$ cat src/rtl/core/cgra_pkg.sv
`timescale 1ns / 1ps
// ----------------------------------------------------------------------------
// cgra_pkg
// shared constants, operation codes and control types of the read assignment core
// ----------------------------------------------------------------------------
package cgra_pkg;

	localparam int TRANSCRIPTS    = 4096;
	localparam int READS          = 65536;
	localparam int MAX_CANDIDATES = 64;

	localparam int FUNC_W = 2;
	localparam int RD_W   = 16;
	localparam int TR_W   = 12;
	localparam int CNT_W  = 18;
	localparam int PROB_W = 16;
	localparam int UNI_W  = 32;
	localparam int PC_W   = 16;
	localparam int CUM_W  = 48;
	localparam int V_W    = CNT_W + 9;          // count*256 + pseudo count, signed
	localparam int W_W    = V_W - 1 + PROB_W;   // weight of one candidate
	localparam int MUL_W  = 2 * UNI_W;

	localparam int TR_AW   = $clog2(TRANSCRIPTS);
	localparam int RD_AW   = $clog2(READS);
	localparam int CAND_AW = $clog2(MAX_CANDIDATES);
	localparam int FILL_W  = $clog2(MAX_CANDIDATES + 1);

	localparam int S_DATA_W = 96;
	localparam int M_DATA_W = 48;

	localparam logic [FUNC_W-1:0] FUNC_LOAD     = 2'd0;
	localparam logic [FUNC_W-1:0] FUNC_DRAW     = 2'd1;
	localparam logic [FUNC_W-1:0] FUNC_RESAMPLE = 2'd2;
	localparam logic [FUNC_W-1:0] FUNC_READ     = 2'd3;

	// count memory read address source
	localparam logic [1:0] CRD_TR     = 2'd0;
	localparam logic [1:0] CRD_OLD    = 2'd1;
	localparam logic [1:0] CRD_CHOSEN = 2'd2;

	// count memory write source
	localparam logic [1:0] CWR_CLEAR = 2'd0;
	localparam logic [1:0] CWR_LOAD  = 2'd1;
	localparam logic [1:0] CWR_DEC   = 2'd2;
	localparam logic [1:0] CWR_INC   = 2'd3;

	localparam logic [CNT_W-1:0] CNT_MAX = {1'b0, {(CNT_W-1){1'b1}}};
	localparam logic [CNT_W-1:0] CNT_MIN = {1'b1, {(CNT_W-1){1'b0}}};

	typedef struct packed {
		logic               take;
		logic               cnt_rd;
		logic [1:0]         cnt_rsel;
		logic               cnt_wr;
		logic [1:0]         cnt_wsel;
		logic               ra_rd;
		logic               ra_wr;
		logic               mul_w;
		logic               acc;
		logic               th_hi;
		logic               th_lo;
		logic               th_sum;
		logic               sr_rd;
		logic               sr_take;
		logic               emit_asg;
		logic               emit_cnt;
		logic               end_read;
		logic [TR_AW-1:0]   clr_addr;
		logic [CAND_AW-1:0] sr_idx;
	} cmd_t;

	typedef struct packed {
		logic [FUNC_W-1:0] func;
		logic              last;
		logic              in_read;
		logic [FILL_W-1:0] fill;
		logic              hit;
		logic              out_busy;
	} sts_t;

endpackage

$ cat src/rtl/core/cgra_ctrl.sv
`timescale 1ns / 1ps
// ----------------------------------------------------------------------------
// cgra_ctrl
// sequencer of the read assignment core
// ----------------------------------------------------------------------------
module cgra_ctrl
	import cgra_pkg::*;
(
	input  logic clk,
	input  logic arst_n,
	input  logic s_tvalid,
	output logic s_tready,
	input  sts_t sts,
	output cmd_t cmd
);

	localparam logic [4:0] ST_CLEAR  = 5'd0;
	localparam logic [4:0] ST_IDLE   = 5'd1;
	localparam logic [4:0] ST_DISP   = 5'd2;
	localparam logic [4:0] ST_CEMIT  = 5'd3;
	localparam logic [4:0] ST_DEC_RC = 5'd4;
	localparam logic [4:0] ST_DEC_WR = 5'd5;
	localparam logic [4:0] ST_W_RC   = 5'd6;
	localparam logic [4:0] ST_W_MUL  = 5'd7;
	localparam logic [4:0] ST_ACC    = 5'd8;
	localparam logic [4:0] ST_TH_HI  = 5'd9;
	localparam logic [4:0] ST_TH_LO  = 5'd10;
	localparam logic [4:0] ST_TH_SUM = 5'd11;
	localparam logic [4:0] ST_SR_RD  = 5'd12;
	localparam logic [4:0] ST_SR_CMP = 5'd13;
	localparam logic [4:0] ST_ASSIGN = 5'd14;
	localparam logic [4:0] ST_INC    = 5'd15;
	localparam logic [4:0] ST_AEMIT  = 5'd16;

	logic [4:0]         state_q, state_d;
	logic [TR_AW-1:0]   clr_q;
	logic [CAND_AW-1:0] idx_q;
	logic               idx_end;

	assign s_tready = (state_q == ST_IDLE);
	assign idx_end  = ({1'b0, idx_q} == FILL_W'(sts.fill - FILL_W'(1)));

	always_comb begin
		cmd          = '0;
		cmd.clr_addr = clr_q;
		cmd.sr_idx   = idx_q;
		state_d      = state_q;
		unique case (state_q)
			ST_CLEAR: begin
				cmd.cnt_wr   = 1'b1;
				cmd.cnt_wsel = CWR_CLEAR;
				if (clr_q == TR_AW'(TRANSCRIPTS - 1)) state_d = ST_IDLE;
			end
			ST_IDLE: begin
				cmd.take = s_tvalid;
				if (s_tvalid) state_d = ST_DISP;
			end
			ST_DISP: begin
				unique case (sts.func)
					FUNC_LOAD: begin
						cmd.cnt_wr   = 1'b1;
						cmd.cnt_wsel = CWR_LOAD;
						state_d      = ST_IDLE;
					end
					FUNC_READ: begin
						cmd.cnt_rd   = 1'b1;
						cmd.cnt_rsel = CRD_TR;
						state_d      = ST_CEMIT;
					end
					FUNC_RESAMPLE: begin
						if (!sts.in_read) begin
							cmd.ra_rd = 1'b1;
							state_d   = ST_DEC_RC;
						end else begin
							cmd.cnt_rd   = 1'b1;
							cmd.cnt_rsel = CRD_TR;
							state_d      = ST_W_MUL;
						end
					end
					default: state_d = ST_W_MUL;
				endcase
			end
			ST_CEMIT: begin
				if (!sts.out_busy) begin
					cmd.emit_cnt = 1'b1;
					state_d      = ST_IDLE;
				end
			end
			ST_DEC_RC: begin
				cmd.cnt_rd   = 1'b1;
				cmd.cnt_rsel = CRD_OLD;
				state_d      = ST_DEC_WR;
			end
			ST_DEC_WR: begin
				cmd.cnt_wr   = 1'b1;
				cmd.cnt_wsel = CWR_DEC;
				state_d      = ST_W_RC;
			end
			ST_W_RC: begin
				cmd.cnt_rd   = 1'b1;
				cmd.cnt_rsel = CRD_TR;
				state_d      = ST_W_MUL;
			end
			ST_W_MUL: begin
				cmd.mul_w = 1'b1;
				state_d   = ST_ACC;
			end
			ST_ACC: begin
				cmd.acc = 1'b1;
				state_d = sts.last ? ST_TH_HI : ST_IDLE;
			end
			ST_TH_HI: begin
				cmd.th_hi = 1'b1;
				state_d   = ST_TH_LO;
			end
			ST_TH_LO: begin
				cmd.th_lo = 1'b1;
				state_d   = ST_TH_SUM;
			end
			ST_TH_SUM: begin
				cmd.th_sum = 1'b1;
				state_d    = ST_SR_RD;
			end
			ST_SR_RD: begin
				cmd.sr_rd = 1'b1;
				state_d   = ST_SR_CMP;
			end
			ST_SR_CMP: begin
				if (sts.hit || idx_end) begin
					cmd.sr_take = 1'b1;
					state_d     = ST_ASSIGN;
				end else begin
					state_d = ST_SR_RD;
				end
			end
			ST_ASSIGN: begin
				cmd.ra_wr    = 1'b1;
				cmd.cnt_rd   = 1'b1;
				cmd.cnt_rsel = CRD_CHOSEN;
				state_d      = ST_INC;
			end
			ST_INC: begin
				cmd.cnt_wr   = 1'b1;
				cmd.cnt_wsel = CWR_INC;
				state_d      = ST_AEMIT;
			end
			ST_AEMIT: begin
				if (!sts.out_busy) begin
					cmd.emit_asg = 1'b1;
					cmd.end_read = 1'b1;
					state_d      = ST_IDLE;
				end
			end
			default: state_d = ST_IDLE;
		endcase
	end

	always_ff @(posedge clk or negedge arst_n) begin
		if (!arst_n) begin
			state_q <= ST_CLEAR;
			clr_q   <= '0;
			idx_q   <= '0;
		end else begin
			state_q <= state_d;
			if (state_q == ST_CLEAR) clr_q <= clr_q + TR_AW'(1);
			if (cmd.th_sum) idx_q <= '0;
			else if (state_q == ST_SR_CMP && !cmd.sr_take) idx_q <= idx_q + CAND_AW'(1);
		end
	end

endmodule

$ cat config.mk
export PLATFORM = sky130hd
export DESIGN_NAME = cgra_ctrl
export DESIGN_NICKNAME = d
export VERILOG_FILES = /design/src/rtl/core/cgra_pkg.sv /design/src/rtl/core/cgra_ctrl.sv
export SDC_FILE = /design/constraint.sdc
export NUM_CORES = 1
export LEC_CHECK = 0
export BUFFER_PORTS_ARGS = -buffer_cell sky130_fd_sc_hd__buf_2
export CORE_MARGIN = 5
export CORE_UTILIZATION = 40
export DETAILED_ROUTE_END_ITERATION = 16
export PLACE_DENSITY_LB_ADDON = 0.05
export SLEW_MARGIN = 20
export SYNTH_ARGS = -nofsm -noshare
export SYNTH_HDL_FRONTEND = slang
export SYNTH_SLANG_ARGS = --single-unit
$ cat constraint.sdc
create_clock -name clk -period 5.05 [get_ports clk]
set_input_delay 0.505 -clock clk [delete_from_list [all_inputs] [get_ports clk]]
set_output_delay 0.505 -clock clk [all_outputs]
set_load 0.005 [all_outputs]
## Word level (Yosys, flattened, before mapping)

Index checks and enable logic that the tools add are counted.

| word-level totals | value |
|---|---|
| flip-flop bits (word level) | 23 |
| input bits | 16 |
| logic and storage cells | 68 |

| operators by class | value |
|---|---|
| add/subtract/negate cells | 3 |
| reduce and logical (&&, ||, !) cells | 8 |
| mux-type cells | 31 |
| eq/ne operators | 23 |

Operators with widths:

| operator | count |
|---|---|
| 5-bit case mux with 16 select lines | 1 |
| 5-bit by 4-bit == test with 1-bit output, second input constant | 8 |
| 3-bit case mux with 4 select lines | 2 |
| 5-bit by 3-bit == test with 1-bit output, second input constant | 4 |
| 1-bit two-way mux | 16 |
| 5-bit two-way mux | 3 |
| 5-bit case mux with 3 select lines | 1 |
| 12-bit by 1-bit adder with 12-bit output, second input constant | 1 |
| 12-bit == test, second input constant | 1 |
| 6-bit two-way mux | 2 |
| 5-bit by 2-bit == test with 1-bit output, second input constant | 2 |
| 6-bit by 7-bit == test with 1-bit output | 1 |
| 7-bit by 1-bit subtractor with 7-bit output, second input constant | 1 |
| 6-bit by 1-bit adder with 6-bit output, second input constant | 1 |
| 3-bit two-way mux | 2 |
| 2-bit != test, second input constant | 3 |
| 3-bit case mux with 2 select lines | 1 |
| 5-bit by 1-bit == test with 1-bit output, second input constant | 1 |
| 5-bit == test, second input constant | 1 |
| 5-bit zero test | 1 |
| 2-bit == test, second input constant | 2 |
| 2-bit two-way mux | 2 |
| 4-bit two-way mux | 1 |
| 3-bit AND reduction | 1 |
| other kinds (6) | 6 |

## Logic depth before layout (Yosys ltp)

Gate-level depths: netlist of the first run.

| depth | value |
|---|---|
| depth after elaboration | 9 |
| depth in mapped cells | 8 |

## Worst setup path after synthesis of the first run

OpenSTA, ideal clock, no wires.

| path | value |
|---|---|
| kind | input port to output port |
| from | input sts[4] (netlist bit) |
| to | output cmd[21] (netlist bit) |
| arrival | 2151 ps |
| required time | 4545 ps |
| path buffers | 0 |
| path slack | 2394 ps |
| cell stages on the path | 5 |
| cell sequence | or3_4 -> or4_4 -> a2111oi_4 -> a31oi_1 -> nor3_2 |

RTL lines:

| item | line | RTL |
|---|---|---|
| start: declaration | cgra_ctrl.sv:13 | `input sts_t sts,` |
| end: declaration | cgra_ctrl.sv:14 | `output cmd_t cmd` |

==> flow_summary.toml, run 1 <==
[global_route]
gr-usage-all-layers_pct = 14.9
grt_pass1_vias = 1437
grt_first_pass_wirelength_um = 6630
antenna_found_initial = 0
grt-ovfl-total = 0
grt_max_degree = 24

[worst_setup_path]
path_cells = "buf_2 -> or3_4 -> or4_4 -> a2111oi_4 -> a31oi_1 -> nor3_2 -> buf_2"
cp.arrival_ns = 2.50
worst-r2r-cell-count = 6
cp_slowest_cell = "or4_4"
start_kind = "input port"
critPathKind = "input port to output port"
cp.required_ns = 4.55
crit_path_max_incr_delay_ns = 0.50
cpMostUsedCell = "buf_2"
crit_path_end_kind = "output port"
crit_path_max_fanout = 5

[timing]
layout_min_cycle_time_ns = 3.01
relSlewSlack_pct = 60.7
rsz0062_at_grt = "no"
setup_viol = 0
worstMarginPinSlew_ns = 0.587
hold_viol_final = 0
fmaxAchievable_ghz = 0.333
fin_skew_ns = 0.00224
hold_slack_ns = 0.208
drv_slew = 0
period_share_pct = 59.5
fin_tns_setup_ns = 0

[power_and_ir_drop]
peakVddDrop_mv = 0.172
power_density_mw_per_mm2 = 429
p_leak_nw = 0.977

[logic_synthesis]
yosys_warnings = 0
ys_async_sr_fraction_pct = 100
synthAdderAreaFrac_pct = 5.17
synth.top_cells.by_area = "dfrtp_1, xnor2_1, nor2_1"
synth_xor_area_share_pct = 11.9
synthDominantCellAreaShare_pct = 34.0
synth_top_family_by_area = "simple AND/OR/NAND/NOR gates"
synthSimpleGateAreaFrac_pct = 26.7
syn_avg_cell_area_um2 = 8.46
synth_edf_count = 0
ys_seq_area_share_pct = 34.0
synth_seq_cells = 23
synth_top_cell_by_area = "dfrtp_1"
yosys_most_used_dff = "dfrtp_1"
yosys.cell_types.count = 42
synth.net_count = 223
syn-cell-area_mm2 = 0.00169
netlist_instances = 200
synth.area.mux_share_pct = 1.26
synth_compound_area_share_pct = 15.9

[routing]
vias = 1543
wl_per_cell_um = 13.3
drt_iter0_drc = 80
drc_errors = 0
detail-route-antenna-nets = 0
detail_route.vias_per_cell = 5.21
drt-total-wl_um = 3940
drtPass1Iterations = 4

[clocking]
cts_tree = "done"
post_cts_buffers = 0
path_clk_slew_ns = 0.08
cts-root-buf = "clkbuf_8"
cts_buffers = 3
cts_hold_buffers = 0
cts_resized = 0
clockBufferDepth = 2
clock_sinks = 23
htreeDepth = 1
clk_latency_ns = 0.26

[placement]
portBuffers = 53
dp_hpwl_um = 3000
place.gp.congestion = 0.750

[cells_and_area]
areaGrowthSynthToFinish_pct = 19.4
layout-drive-gt1-share_pct = 26.8
n_fill_cell = 408
final_common_cell = "buf_2"
final_nets = 270
antenna_cells = 0
layout_common_cells = "buf_2, nor2_1, dfrtp_1"

[die]
start_util_pct = 41.7
die_area_mm2 = 0.00563
die_w_um = 75.1
placementRows = 23
ios = 54
core_area_mm2 = 0.00406
die_h_um = 75.1

[worst_hold_path]
hp-class = "input port to async pin"

[status]
outcome = "finished, final reports clean"

[job]
cap_violations = 0
## registers in the layout (all words and copies together), names as in the netlist
signal and count:
idx_q 6, state_q 5, clr_q 12
## final cells by class
cell class	instances	area, um^2	share of cell area [%]
multi-input cells	155	1030	51.0
flip-flops and latches	23	576	28.5
inverters	11	41.3	2.04
repair buffers	53	265	13.1
well taps	50	62.6	3.10
clock buffers	4	45.0	2.23
## where the power goes
group,internal [mW],total [mW],switching [mW]
clock,0.0562,0.112,0.0555
sequential,0.236,0.341,0.105
combinational,0.190,0.414,0.224
total,0.482,0.867,0.384
## cells by family (layout without fill, tap and decap cells)
family | Yosys count | after routing
compound gates | 35 | 35
xor+xnor | 23 | 23
fa+ha+maj | 7 | 7
buf+inv | 22 | 68
flops | 23 | 23
mux | 2 | 2
simple gates | 88 | 88
## worst max-delay path, delay by kind of cell
kind | cells | cell delay [ns]
buffers and inverters | 2 | 0.27
and+or+nand+nor | 3 | 1.06
AOI/OAI and AO/OA | 2 | 0.67
## cells in the mapped netlist (2+ instances only)
cell type,instances
nand4_1,5
nor2_1,30
a31oi_1,4
o21ai_0,6
a31o_1,2
clkbuf_1,10
inv_1,11
nand3b_1,3
ha_1,7
and3_1,4
xor2_1,6
dfrtp_1,23
xnor2_1,17
nand3_1,7
nor3_1,8
nand2_1,12
nand2b_1,5
nor4_1,2
or3_1,3
nor3b_1,3
a21oi_1,11
## final timing paths
check / endpoint / from / slack (ns)
max: cmd[21] / sts[4] / 2.04
min: clr_q[7] / arst_n / 0.21
min reg2reg: clr_q[5] / clr_q[5] / 0.48
max in group asynchronous: idx_q[3] / arst_n / 4.50
max reg2reg: clr_q[11] / state_q[3] / 2.72
min in group clk: clr_q[5] / clr_q[5] / 0.48
## metrics by stage
stage | setup slack [ns] | cells | total power [mW] | instance area, um^2 | util, %
2_1_floorplan | 2.39 | 200 | 0.623 | 1690 | -
3_3_place_gp | 2.05 | 292 | 0.764 | 1980 | 48.7
3_5_place_dp | 2.04 | 292 | 0.762 | 1980 | 48.7
4_1_cts | 2.03 | 296 | 0.880 | 2020 | 49.8
5_1_grt | 1.94 | 296 | 0.950 | 2020 | 49.8
6_report | 2.04 | 296 | 0.867 | 2020 | 49.8
## layer usage
| metal | vias to the layer above | global-route usage, % | wire length, um |
|---|---|---|---|
| met5 | - | 0 | 0 |
| met4 | 0 | 2.37 | 24 |
| met3 | 5 | 4.01 | 243 |
| met2 | 36 | 23.8 | 1820 |
| met1 | 718 | 20.6 | 1850 |
| li1 | 784 | - | - |
(Power assumes the default switching activity.)
==> run 2: changes to the inputs <==
clock period = 2.75 ns   (was 5.05 ns; I/O delays follow)
==> run 2 against run 1 <==
Against the previous run:
- setup slack worse by 1.7 ns
- cell area up 2.4%
- sequential cell count did not move
- power is 89% higher
- highest routed layer unchanged
- critical path type unchanged
- hold slack better by 0.23 ns
- via count grew 1.5%
- combinational power grew 100%
- critical path depth is the same
- largest power group unchanged
- utilization up 1.2 points
- sequential share of layout area shrank 0.67 points
- global-route usage barely moved
==> flow_summary.toml, run 2 (synthesis results as in run 1) <==
[cells_and_area]
layout-drive-gt1-share_pct = 28.6
layout_common_cells = "buf_2, nor2_1, dfrtp_1"
final_common_cell = "buf_2"
largestRegisters = "clr_q: 12 flops, idx_q: 6 flops, state_q: 5 flops"
seq_area_um2 = 576
final_area_mm2 = 0.00207
antenna_cells = 0
multiInputGateArea_mm2 = 0.00103
n_fill_cell = 401
top_register = "clr_q"
post-route-util_pct = 51.0
largest_reg_flops = 12
areaGrowthSynthToFinish_pct = 22.2
final_nets = 276

[global_route]
gr-usage-all-layers_pct = 14.9
grt-ovfl-total = 0
grt_max_degree = 24
antenna_found_initial = 0
grt_pass1_vias = 1468
grt_first_pass_wirelength_um = 6670

[die]
start_util_pct = 41.7
placementRows = 23
core_area_mm2 = 0.00406
ios = 54
die_area_mm2 = 0.00563
die_h_um = 75.1
die_w_um = 75.1

[clocking]
cts-root-buf = "clkbuf_8"
cts_resized = 0
clockBufferDepth = 2
cts_hold_buffers = 1
clock_sinks = 23
cts_buffers = 3
htreeDepth = 1
path_clk_slew_ns = 0.08
post_cts_buffers = 0
cts_tree = "done"
clk_latency_ns = 0.26

[routing]
drtPass1Iterations = 4
wl_per_cell_um = 13.3
detail-route-antenna-nets = 0
drt-total-wl_um = 4020
drt_iter0_drc = 63
vias = 1566
detail_route.vias_per_cell = 5.19
drc_errors = 0

[placement]
dp_hpwl_um = 3140
place.gp.congestion = 0.767
dpl_cell_area_mm2 = 0.00201
portBuffers = 53

[timing]
fin_tns_setup_ns = 0
hold_slack_ns = 0.436
fmaxAchievable_ghz = 0.415
fin_skew_ns = 0.00281
layout_min_cycle_time_ns = 2.41
drv_slew = 0
rsz0062_at_grt = "no"
worstMarginPinSlew_ns = 0.535
relSlewSlack_pct = 64.3
hold_viol_final = 0
period_share_pct = 87.7
setup_viol = 0

[worst_setup_path]
start_kind = "input port"
crit_path_max_fanout = 5
critPathKind = "input port to output port"
crit_path_end_kind = "output port"
cp.required_ns = 2.48
cp.arrival_ns = 2.14

[power_and_ir_drop]
power_density_mw_per_mm2 = 791
p_leak_nw = 1.01
peakVddDrop_mv = 0.551

[job]
cap_violations = 0

[status]
outcome = "finished, final reports clean"

[worst_hold_path]
hp-class = "input port to flip-flop"
run 2: area by class of cell:
cell class | instances | share of cell area (%)
multi-input combinational | 155 | 49.8
sequential | 23 | 27.8
timing repair buffer | 59 | 15.1
tap | 50 | 3.02
clock buffer | 3 | 2.00
inverter | 11 | 2.00
clock inverter | 1 | 0.242
run 2: critical path, stage by stage:
cell	delay [ns]
buf_2	0.12
or3_4	0.39
or4_4	0.50
a2111oi_4	0.38
a31oi_1	0.16
nor3_2	0.16
buf_2	0.14
run 2: final timing paths:
check	start	end	slack, ns	cells past startpoint
setup / recovery	sts[4]	cmd[21]	0.34	7
hold / removal	sts[10]	state_q[3]	0.44	4
setup reg to reg	idx_q[5]	idx_q[3]	0.62	7
hold reg to reg	clr_q[5]	clr_q[5]	0.49	1
max in group asynchronous	arst_n	state_q[0]	1.88	2
min in group asynchronous	arst_n	clr_q[5]	0.51	2
run 2: routing by layer:
metal | GRT usage (%) | up-vias | part of all wire [%]
li1 | - | 794 | -
met1 | 20.5 | 732 | 49
met2 | 24.0 | 36 | 45
met3 | 3.74 | 4 | 5.7
met4 | 2.57 | 0 | 0.57
met5 | 0 | - | 0
run 2: through the flow:
step	worst slack, ns	power (mW)	instances
final	0.339	1.64	302
after global routing	0.285	1.79	302
after CTS	0.325	1.66	302
after detailed placement	0.319	1.44	297
after global placement	0.350	1.44	297
after floorplan	0.554	1.14	200
run 2: power by group:
part | internal [mW] | switching, mW | total, mW | leakage [nW]
Sequential | 0.434 | 0.153 | 0.587 | 0.297
Clock | 0.101 | 0.106 | 0.207 | 0.0255
Combinational | 0.383 | 0.460 | 0.843 | 0.687
